===== config.mk =====
export PLATFORM = sky130hd
export DESIGN_NAME = bqe_ctrl
export DESIGN_NICKNAME = d
export VERILOG_FILES = /design/src/bqe_pkg.sv /design/src/bqe_ctrl.sv
export SDC_FILE = /design/constraint.sdc
export NUM_CORES = 1
export LEC_CHECK = 0
export BUFFER_PORTS_ARGS = -buffer_cell sky130_fd_sc_hd__buf_2
export CAP_MARGIN = 40
export CORE_ASPECT_RATIO = 1.5
export CORE_MARGIN = 2
export CORE_UTILIZATION = 40
export DETAILED_ROUTE_END_ITERATION = 7
export HOLD_SLACK_MARGIN = 0.05
export MAX_ROUTING_LAYER = met4
export SLEW_MARGIN = 5
export SYNTH_ARGS = -nofsm -noshare
export SYNTH_HDL_FRONTEND = slang
export SYNTH_SLANG_ARGS = --single-unit

===== constraint.sdc =====
create_clock -name clk -period 3.7 [get_ports clk]
set_clock_uncertainty 0.05 [all_clocks]
set_input_delay 0.925 -clock clk [delete_from_list [all_inputs] [get_ports clk]]
set_output_delay 0.925 -clock clk [all_outputs]
set_load 0.01 [all_outputs]

===== src/bqe_pkg.sv =====
`default_nettype none
package bqe_pkg;

    localparam int FRAC_BITS = 16;
    localparam int ALPHA_FRAC = 16;

    // widths of the working values
    localparam int VW = (2 * FRAC_BITS + 3 > 34) ? 2 * FRAC_BITS + 3 : 34;
    localparam int NW = FRAC_BITS + 2;
    localparam int HW = 33;
    localparam int CW = HW + 2;
    localparam int MULW = 33;
    localparam int PW = 2 * MULW;
    localparam int SUMW = 62;
    localparam int LENW = 31;
    localparam int DW = 64;
    localparam int AW = ALPHA_FRAC + 1;
    localparam int STW = 6;

    localparam int NORM_HI = 30;
    localparam int NORM_LO = 29;
    localparam int COARSE = 8;

    localparam logic [STW-1:0] SQRT_STEPS = STW'(32);
    localparam logic [STW-1:0] DIV_STEPS = STW'(FRAC_BITS + 1);
    localparam logic [STW-1:0] ALPHA_STEPS = STW'(ALPHA_FRAC + 1);
    localparam logic [AW-1:0] ALPHA_ONE = AW'(1) << ALPHA_FRAC;

    localparam logic [1:0] REG_CAMERA_X = 2'd0;
    localparam logic [1:0] REG_CAMERA_Y = 2'd1;
    localparam logic [1:0] REG_CAMERA_Z = 2'd2;
    localparam logic [1:0] REG_FADE_IN_TIME = 2'd3;
    localparam logic [31:0] FADE_RESET = 32'd65536;

    localparam logic [4:0] OP_NOP = 5'd0;
    localparam logic [4:0] OP_CAPTURE = 5'd1;
    localparam logic [4:0] OP_LOAD_T = 5'd2;
    localparam logic [4:0] OP_LOAD_R = 5'd3;
    localparam logic [4:0] OP_CROSS = 5'd4;
    localparam logic [4:0] OP_MAG = 5'd5;
    localparam logic [4:0] OP_SHIFT = 5'd6;
    localparam logic [4:0] OP_SQ = 5'd7;
    localparam logic [4:0] OP_SQRT_GO = 5'd8;
    localparam logic [4:0] OP_LEN = 5'd9;
    localparam logic [4:0] OP_DIV_GO = 5'd10;
    localparam logic [4:0] OP_DIV_WR = 5'd11;
    localparam logic [4:0] OP_ZERO = 5'd12;
    localparam logic [4:0] OP_HALF = 5'd13;
    localparam logic [4:0] OP_ALPHA_ONE = 5'd14;
    localparam logic [4:0] OP_ALPHA_GO = 5'd15;
    localparam logic [4:0] OP_ALPHA_WR = 5'd16;
    localparam logic [4:0] OP_EMIT = 5'd17;

    localparam logic [1:0] NSEL_T = 2'd0;
    localparam logic [1:0] NSEL_R = 2'd1;
    localparam logic [1:0] NSEL_U = 2'd2;

    typedef struct packed {
        logic        start_frame;
        logic signed [31:0] pos_x;
        logic signed [31:0] pos_y;
        logic signed [31:0] pos_z;
        logic [31:0] age;
        logic [31:0] quad_size;
    } in_word_t;

    typedef struct packed {
        logic signed [31:0] corner_x;
        logic signed [31:0] corner_y;
        logic signed [31:0] corner_z;
        logic        tex_u;
        logic        tex_v;
        logic [16:0] alpha;
        logic [15:0] vertex_index;
        logic        last;
    } out_word_t;

    typedef struct packed {
        logic [4:0] op;
        logic [2:0] idx;
        logic [1:0] nsel;
    } cmd_t;

    typedef struct packed {
        logic dsu_done;
        logic in_range;
        logic is_zero;
        logic age_ge;
        logic out_free;
    } status_t;

endpackage
`default_nettype wire


===== src/bqe_ctrl.sv =====
`default_nettype none
module bqe_ctrl (
    input  wire logic               clk,
    input  wire logic               rst_n,
    input  wire logic               s_valid,
    output logic                    s_ready,
    input  wire bqe_pkg::status_t   status,
    output bqe_pkg::cmd_t           cmd
);

    localparam logic [4:0] S_IDLE  = 5'd0;
    localparam logic [4:0] S_LOADT = 5'd1;
    localparam logic [4:0] S_MAG   = 5'd2;
    localparam logic [4:0] S_CHK   = 5'd3;
    localparam logic [4:0] S_SHIFT = 5'd4;
    localparam logic [4:0] S_SQ    = 5'd5;
    localparam logic [4:0] S_SQRT  = 5'd6;
    localparam logic [4:0] S_SQW   = 5'd7;
    localparam logic [4:0] S_DIV   = 5'd8;
    localparam logic [4:0] S_DIVW  = 5'd9;
    localparam logic [4:0] S_NEXT  = 5'd10;
    localparam logic [4:0] S_LOADR = 5'd11;
    localparam logic [4:0] S_CROSS = 5'd12;
    localparam logic [4:0] S_HALF  = 5'd13;
    localparam logic [4:0] S_ALPHA = 5'd14;
    localparam logic [4:0] S_ALW   = 5'd15;
    localparam logic [4:0] S_EMIT  = 5'd16;

    logic [4:0] state_reg, state_next;
    logic [2:0] idx_reg, idx_next;
    logic [1:0] nsel_reg, nsel_next;

    always_comb begin
        state_next = state_reg;
        idx_next = idx_reg;
        nsel_next = nsel_reg;
        s_ready = 1'b0;
        cmd.op = bqe_pkg::OP_NOP;
        cmd.idx = idx_reg;
        cmd.nsel = nsel_reg;
        unique case (state_reg)
            S_IDLE: begin
                s_ready = 1'b1;
                if (s_valid) begin
                    cmd.op = bqe_pkg::OP_CAPTURE;
                    state_next = S_LOADT;
                end
            end
            S_LOADT: begin
                cmd.op = bqe_pkg::OP_LOAD_T;
                nsel_next = bqe_pkg::NSEL_T;
                state_next = S_MAG;
            end
            S_LOADR: begin
                cmd.op = bqe_pkg::OP_LOAD_R;
                nsel_next = bqe_pkg::NSEL_R;
                state_next = S_MAG;
            end
            S_MAG: begin
                cmd.op = bqe_pkg::OP_MAG;
                state_next = S_CHK;
            end
            S_CHK: begin
                if (status.is_zero) begin
                    cmd.op = bqe_pkg::OP_ZERO;
                    state_next = S_NEXT;
                end else begin
                    state_next = S_SHIFT;
                end
            end
            S_SHIFT: begin
                if (status.in_range) begin
                    idx_next = 3'd0;
                    state_next = S_SQ;
                end else begin
                    cmd.op = bqe_pkg::OP_SHIFT;
                end
            end
            S_SQ: begin
                cmd.op = bqe_pkg::OP_SQ;
                if (idx_reg == 3'd2) begin
                    idx_next = 3'd0;
                    state_next = S_SQRT;
                end else begin
                    idx_next = idx_reg + 1'b1;
                end
            end
            S_SQRT: begin
                cmd.op = bqe_pkg::OP_SQRT_GO;
                state_next = S_SQW;
            end
            S_SQW: begin
                if (status.dsu_done) begin
                    cmd.op = bqe_pkg::OP_LEN;
                    state_next = S_DIV;
                end
            end
            S_DIV: begin
                cmd.op = bqe_pkg::OP_DIV_GO;
                state_next = S_DIVW;
            end
            S_DIVW: begin
                if (status.dsu_done) begin
                    cmd.op = bqe_pkg::OP_DIV_WR;
                    if (idx_reg == 3'd2) begin
                        idx_next = 3'd0;
                        state_next = S_NEXT;
                    end else begin
                        idx_next = idx_reg + 1'b1;
                        state_next = S_DIV;
                    end
                end
            end
            S_NEXT: begin
                idx_next = 3'd0;
                unique case (nsel_reg)
                    bqe_pkg::NSEL_T: state_next = S_LOADR;
                    bqe_pkg::NSEL_R: state_next = S_CROSS;
                    default: state_next = S_HALF;
                endcase
            end
            S_CROSS: begin
                cmd.op = bqe_pkg::OP_CROSS;
                if (idx_reg == 3'd3) begin
                    idx_next = 3'd0;
                    nsel_next = bqe_pkg::NSEL_U;
                    state_next = S_MAG;
                end else begin
                    idx_next = idx_reg + 1'b1;
                end
            end
            S_HALF: begin
                cmd.op = bqe_pkg::OP_HALF;
                if (idx_reg == 3'd5) begin
                    idx_next = 3'd0;
                    state_next = S_ALPHA;
                end else begin
                    idx_next = idx_reg + 1'b1;
                end
            end
            S_ALPHA: begin
                if (status.age_ge) begin
                    cmd.op = bqe_pkg::OP_ALPHA_ONE;
                    state_next = S_EMIT;
                end else begin
                    cmd.op = bqe_pkg::OP_ALPHA_GO;
                    state_next = S_ALW;
                end
            end
            S_ALW: begin
                if (status.dsu_done) begin
                    cmd.op = bqe_pkg::OP_ALPHA_WR;
                    state_next = S_EMIT;
                end
            end
            S_EMIT: begin
                if (status.out_free) begin
                    cmd.op = bqe_pkg::OP_EMIT;
                    if (idx_reg == 3'd3) begin
                        idx_next = 3'd0;
                        state_next = S_IDLE;
                    end else begin
                        idx_next = idx_reg + 1'b1;
                    end
                end
            end
            default: begin
                state_next = S_IDLE;
            end
        endcase
    end

    always_ff @(posedge clk) begin
        if (!rst_n) begin
            state_reg <= S_IDLE;
            idx_reg <= 3'd0;
            nsel_reg <= bqe_pkg::NSEL_T;
        end else begin
            state_reg <= state_next;
            idx_reg <= idx_next;
            nsel_reg <= nsel_next;
        end
    end

endmodule
`default_nettype wire


==> results of run 1 <==
layer usage:
layer,wire [um],vias to the layer above
li1,-,674
met1,1550,642
met2,1780,27
met3,102,4
met4,40,0
met5,0,-
cell usage after synthesis, types with 2 or more instances:
master,instances,area (um^2)
inv_1,10,37.5
a21oi_1,7,35.0
nor2b_1,3,18.8
nor3_1,9,45.0
buf_6,2,22.5
clkbuf_1,4,15.0
o32ai_1,2,17.5
o31ai_1,3,22.5
o2111ai_1,3,26.3
and3_1,2,12.5
ha_1,5,62.6
nand3_1,8,40.0
or3_1,2,12.5
o21ai_1,3,15.0
o211ai_1,2,15.0
buf_2,7,35.0
a31oi_1,3,18.8
o21ai_0,9,45.0
a21boi_0,2,15.0
and2_1,2,12.5
nand3b_1,2,15.0
mux2i_1,7,70.1
dfxtp_1,10,200
nor3b_1,6,45.0
nand2_1,19,71.3
nor2_1,14,52.6
nand2b_1,6,37.5
and3b_1,2,17.5
metrics by stage:
step / cells / cell area, um^2
CTS: 230 / 1420
global route: 230 / 1420
global placement: 226 / 1360
finish: 230 / 1420
floorplan: 179 / 1280
detailed placement: 226 / 1360
kinds of logic (layout without fill, tap and decap cells):
family	after synthesis	after routing	synth area share
and+or+nand+nor	85	85	0.383
buffers and inverters	24	35	0.0920
xor gates and xnor gates	2	2	0.0137
muxes	8	8	0.0636
adders and majority gates	5	5	0.0489
AOI/OAI and AO/OA	45	45	0.243
DFF	10	10	0.157
final timing paths:
check | startpoint | endpoint | slack (ps) | cells after the start
worst max-delay path | state_reg[1] | cmd[5] | 610 | 6
worst max register to register | state_reg[1] | state_reg[3] | 1380 | 5
worst min register to register | idx_reg[1] | idx_reg[1] | 470 | 2
worst min-delay path | idx_reg[1] | idx_reg[1] | 470 | 2
worst max-delay path: cells and delay by family, from the launching register on:
kind	cells	cell delay, ps
DFF	1	880
buffers and inverters	2	500
and+or+nand+nor	2	280
AOI/OAI and AO/OA	2	210
layout make-up:
| type | count | area share |
|---|---|---|
| Sequential cell | 10 | 0.141 |
| Clock buffer | 4 | 0.0389 |
| Timing Repair Buffer | 21 | 0.0795 |
| Tap cell | 40 | 0.0353 |
| Multi-Input combinational cell | 145 | 0.678 |
| Inverter | 10 | 0.0265 |
power by group:
group	internal [mW]	switching, mW	total, mW
combinational	0.105	0.144	0.248
sequential	0.117	0.0384	0.155
clock	0.0936	0.0435	0.137
==> metrics.cfg, run 1 <==
[route]
drtIter0Drc = 24
num_vias = 1347
routed_wl_um = 3470
ant_nets = 0
vias_per_cell = 5.86
remaining_drc_errors = 0
dr.pass1.iters = 4
post_drt_wl_per_cell_um = 15.1

[sta]
hold_ws_ps = 474
rsz0062_at_grt = false
worst_slew_pin_slew_ps = 863
timing.final.ws_setup_ps = 612
final.setup.tns_ps = 0
timing.fmax_ghz = 0.324
final_hold_viol_count = 0
finalCriticalPeriod_ps = 3090
period_share = 0.835
relSlewSlack = 0.424
maxSlewViolCount = 0
setup_viol = 0

[clock_tree]
cts_buffers = 3
post_cts_resized = 0
cts_setup_buffers = 0
cts_hold_buffers = 0
cts-root-buf = clkbuf_8
htree_num_levels = 1
clock-sinks = 10
clock_latency_ps = 240
cts_tree = yes
clk_pin_slew_worst_paths_ps = 50
clockBufferDepth = 2

[place]
portBuffers = 18
dpl.hpwl_um = 2630
pre_cts_slack_ps = 715
gp_congestion = 0.915

[worst_setup_path]
worstPathRequired_ps = 2720
endpoint_kind = output port
cp_max_fo = 27
setup.worst_path.start_class = flip-flop
path_cells = inv_1 -> nand3_1 -> a21oi_1 -> nand3_1 -> o2111ai_1 -> buf_2
worstPathArrival_ps = 2110
cp_slowest_cell = dfxtp_1
cpMostUsedCell = nand3_1
slowest_delay_ps = 880
crit_type = reg -> out

[synthesis]
synthesis.nets = 192
netlist_area_um2 = 1280
ys_ff_latch = 10
syn_area_per_cell_um2 = 7.14
synth-edff-count = 0
synth_top_flop_cell = dfxtp_1
synth_cells = 179
synth_cell_types = 53
ys_seq_area_frac = 0.157
async_reset_ff_frac = 0
yosysWarningCount = 0

[die]
ios = 19
die-width_um = 50.2
rows = 25
dieArea_um2 = 3670
initial_core_util = 0.413
die_h_um = 73.3
core_area_um2 = 3100

[job]
maxCapViolCount = 0

[power]
total_power_uw = 541
leakagePower_nw = 0.567
ir_drop_v = 0.000238
powerDensity_nw_per_um2 = 382

[grt]
antenna_found_initial = 0
met1_usage = 0.231
grt_pass1_vias = 1259
grt_usage = 0.203
grt-busiest-layer = met2
use_met3 = 0.0386
grt_first_pass_wirelength_um = 5730
gr-total-overflow = 0
grt_max_degree = 28
use_met2 = 0.365

[finish]
mostFrequentLayoutCell = nand2_1
seq_area_um2 = 200
fin_util = 0.457
largest_reg_flops = 5
multiInputGateArea_um2 = 961
insertedDiodeCount = 0
area_growth_pct = 10.8
fill_cells = 322
layout_common_cells = nand2_1 (19), buf_2 (18), nor2_1 (14), inv_1 (10), dfxtp_1 (10)
nets = 204
layout-drive-gt1-share = 0.168

[status]
status = finished, final reports clean

[min_path]
worstHoldPathType = reg -> reg

No activity file was read; power rests on OpenSTA's default activity.
==> run 2, diff against run 1 <==
Clock period 3.7 ns to 2.6 ns, I/O delays scaled along.
==> metrics.cfg, run 2 (synthesized netlist as in run 1, its figures left out) <==
[clock_tree]
cts_setup_buffers = 0  ; unchanged
clockBufferDepth = 2  ; unchanged
cts-root-buf = clkbuf_8
cts_tree = yes
clock_latency_ps = 240  ; about the same
clock-sinks = 10  ; unchanged
htree_num_levels = 1  ; unchanged
cts_hold_buffers = 0  ; unchanged
clk_pin_slew_worst_paths_ps = 50  ; about the same
cts_buffers = 3  ; unchanged

[route]
vias_per_cell = 5.92  ; +1.2%
num_vias = 1410  ; +4.7%
routed_wl_um = 3700  ; +6.4%
post_drt_wl_per_cell_um = 15.5  ; +2.8%
drtIter0Drc = 72  ; +200%
dr.pass1.iters = 4  ; unchanged
ant_nets = 0  ; unchanged
remaining_drc_errors = 0  ; unchanged

[power]
ir_drop_v = 0.000230  ; -3.2%
powerDensity_nw_per_um2 = 552  ; +45%
leakagePower_nw = 0.609  ; +7.5%

[worst_setup_path]
cp_max_fo = 14  ; -48%
endpoint_kind = output port
worstPathRequired_ps = 1900  ; -820 ps
crit_type = reg -> out
setup.worst_path.start_class = flip-flop
worstPathArrival_ps = 1780  ; -330 ps

[sta]
hold_ws_ps = 470  ; -4.53 ps
final.setup.tns_ps = 0  ; unchanged
worst_slew_pin_slew_ps = 501  ; -362 ps
timing.fmax_ghz = 0.403
period_share = 0.955
final_hold_viol_count = 0  ; unchanged
setup_viol = 0  ; unchanged
relSlewSlack = 0.665  ; +0.242
maxSlewViolCount = 0  ; unchanged
finalCriticalPeriod_ps = 2480

[die]
rows = 25  ; unchanged
die_h_um = 73.3  ; unchanged
ios = 19  ; unchanged
die-width_um = 50.2  ; unchanged
core_area_um2 = 3100  ; unchanged
dieArea_um2 = 3670  ; unchanged
initial_core_util = 0.413  ; unchanged

[grt]
antenna_found_initial = 0  ; unchanged
grt_first_pass_wirelength_um = 6240  ; +8.9%
use_met2 = 0.385  ; +0.0190
grt_usage = 0.224  ; +0.0206
grt_max_degree = 16  ; -43%
grt_pass1_vias = 1321  ; +4.9%
gr-total-overflow = 0  ; unchanged
use_met3 = 0.0163  ; -0.0224
met1_usage = 0.261  ; +0.0307
grt-busiest-layer = met2

[status]
status = finished, final reports clean

[finish]
insertedDiodeCount = 0  ; unchanged
stdcell_count = 238  ; +3.5%
fin_util = 0.478  ; +0.0202
nets = 212  ; +3.9%
layout-drive-gt1-share = 0.207  ; +0.0386
largest_reg_flops = 5  ; unchanged
mostFrequentLayoutCell = nand2_1
area_growth_pct = 15.7
layout_common_cells = nand2_1 (19), buf_2 (18), nor2_1 (14), buf_4 (11), inv_1 (10)

[place]
place_inst = 234  ; +3.5%
dpl.hpwl_um = 2910  ; +10%
portBuffers = 18  ; unchanged
gp_congestion = 0.980  ; +7.0%

[min_path]
worstHoldPathType = reg -> reg

[job]
maxCapViolCount = 0  ; unchanged

-- run 2: cell count changes in the layout (fill, tap and decap cells not counted), sizes merged --
cell	before	now
buf	21	29
-- run 2: routing by layer --
metal / routed length, um / vias to the layer above
met1: 1480 / 652
met2: 1920 / 56
met4: 110 / 0
met3: 185 / 10
met5: 0 / -
li1: - / 692
-- run 2: critical path, cell delays in order, from the launching register on --
cell and delay (ps):
dfxtp_1 460, buf_4 260, nor3b_1 140, o21ai_0 350, o2111ai_1 170, buf_2 170
-- run 2: metrics by stage --
stage	instance area, um^2	worst slack, ps	power [mW]
finish	1480	117	0.816
global route	1480	-70.0	0.868
CTS	1480	14.2	0.812
detailed placement	1420	156	0.611
global placement	1420	175	0.610
floorplan	1280	435	0.496
-- run 2: layout make-up --
class | count | area (um^2)
clock buffer | 4 | 55.1
fill | 314 | 1620
inverter | 10 | 37.5
multi-input combinational | 145 | 962
sequential | 10 | 201
tap | 40 | 50.0
timing repair buffer | 29 | 173
-- run 2: final timing paths --
kind	depth (start not counted)	endpoint	startpoint	slack, ps
worst max-delay path	5	cmd[5]	state_reg[1]	120
worst min-delay path	2	nsel_reg[1]	nsel_reg[1]	470
worst max register to register	6	state_reg[3]	state_reg[4]	490
worst min register to register	2	nsel_reg[1]	nsel_reg[1]	470
-- run 2: power by group --
| part | switching [mW] | internal (mW) |
|---|---|---|
| Clock | 0.0664 | 0.134 |
| Combinational | 0.246 | 0.175 |
| Sequential | 0.0278 | 0.166 |
| Total | 0.341 | 0.475 |
-- run 2: what timing repair did --
action,in CTS,in global routing
gates resized for setup,0,2
endpoints found under the hold margin,0,0
setup endpoints to repair,0,4
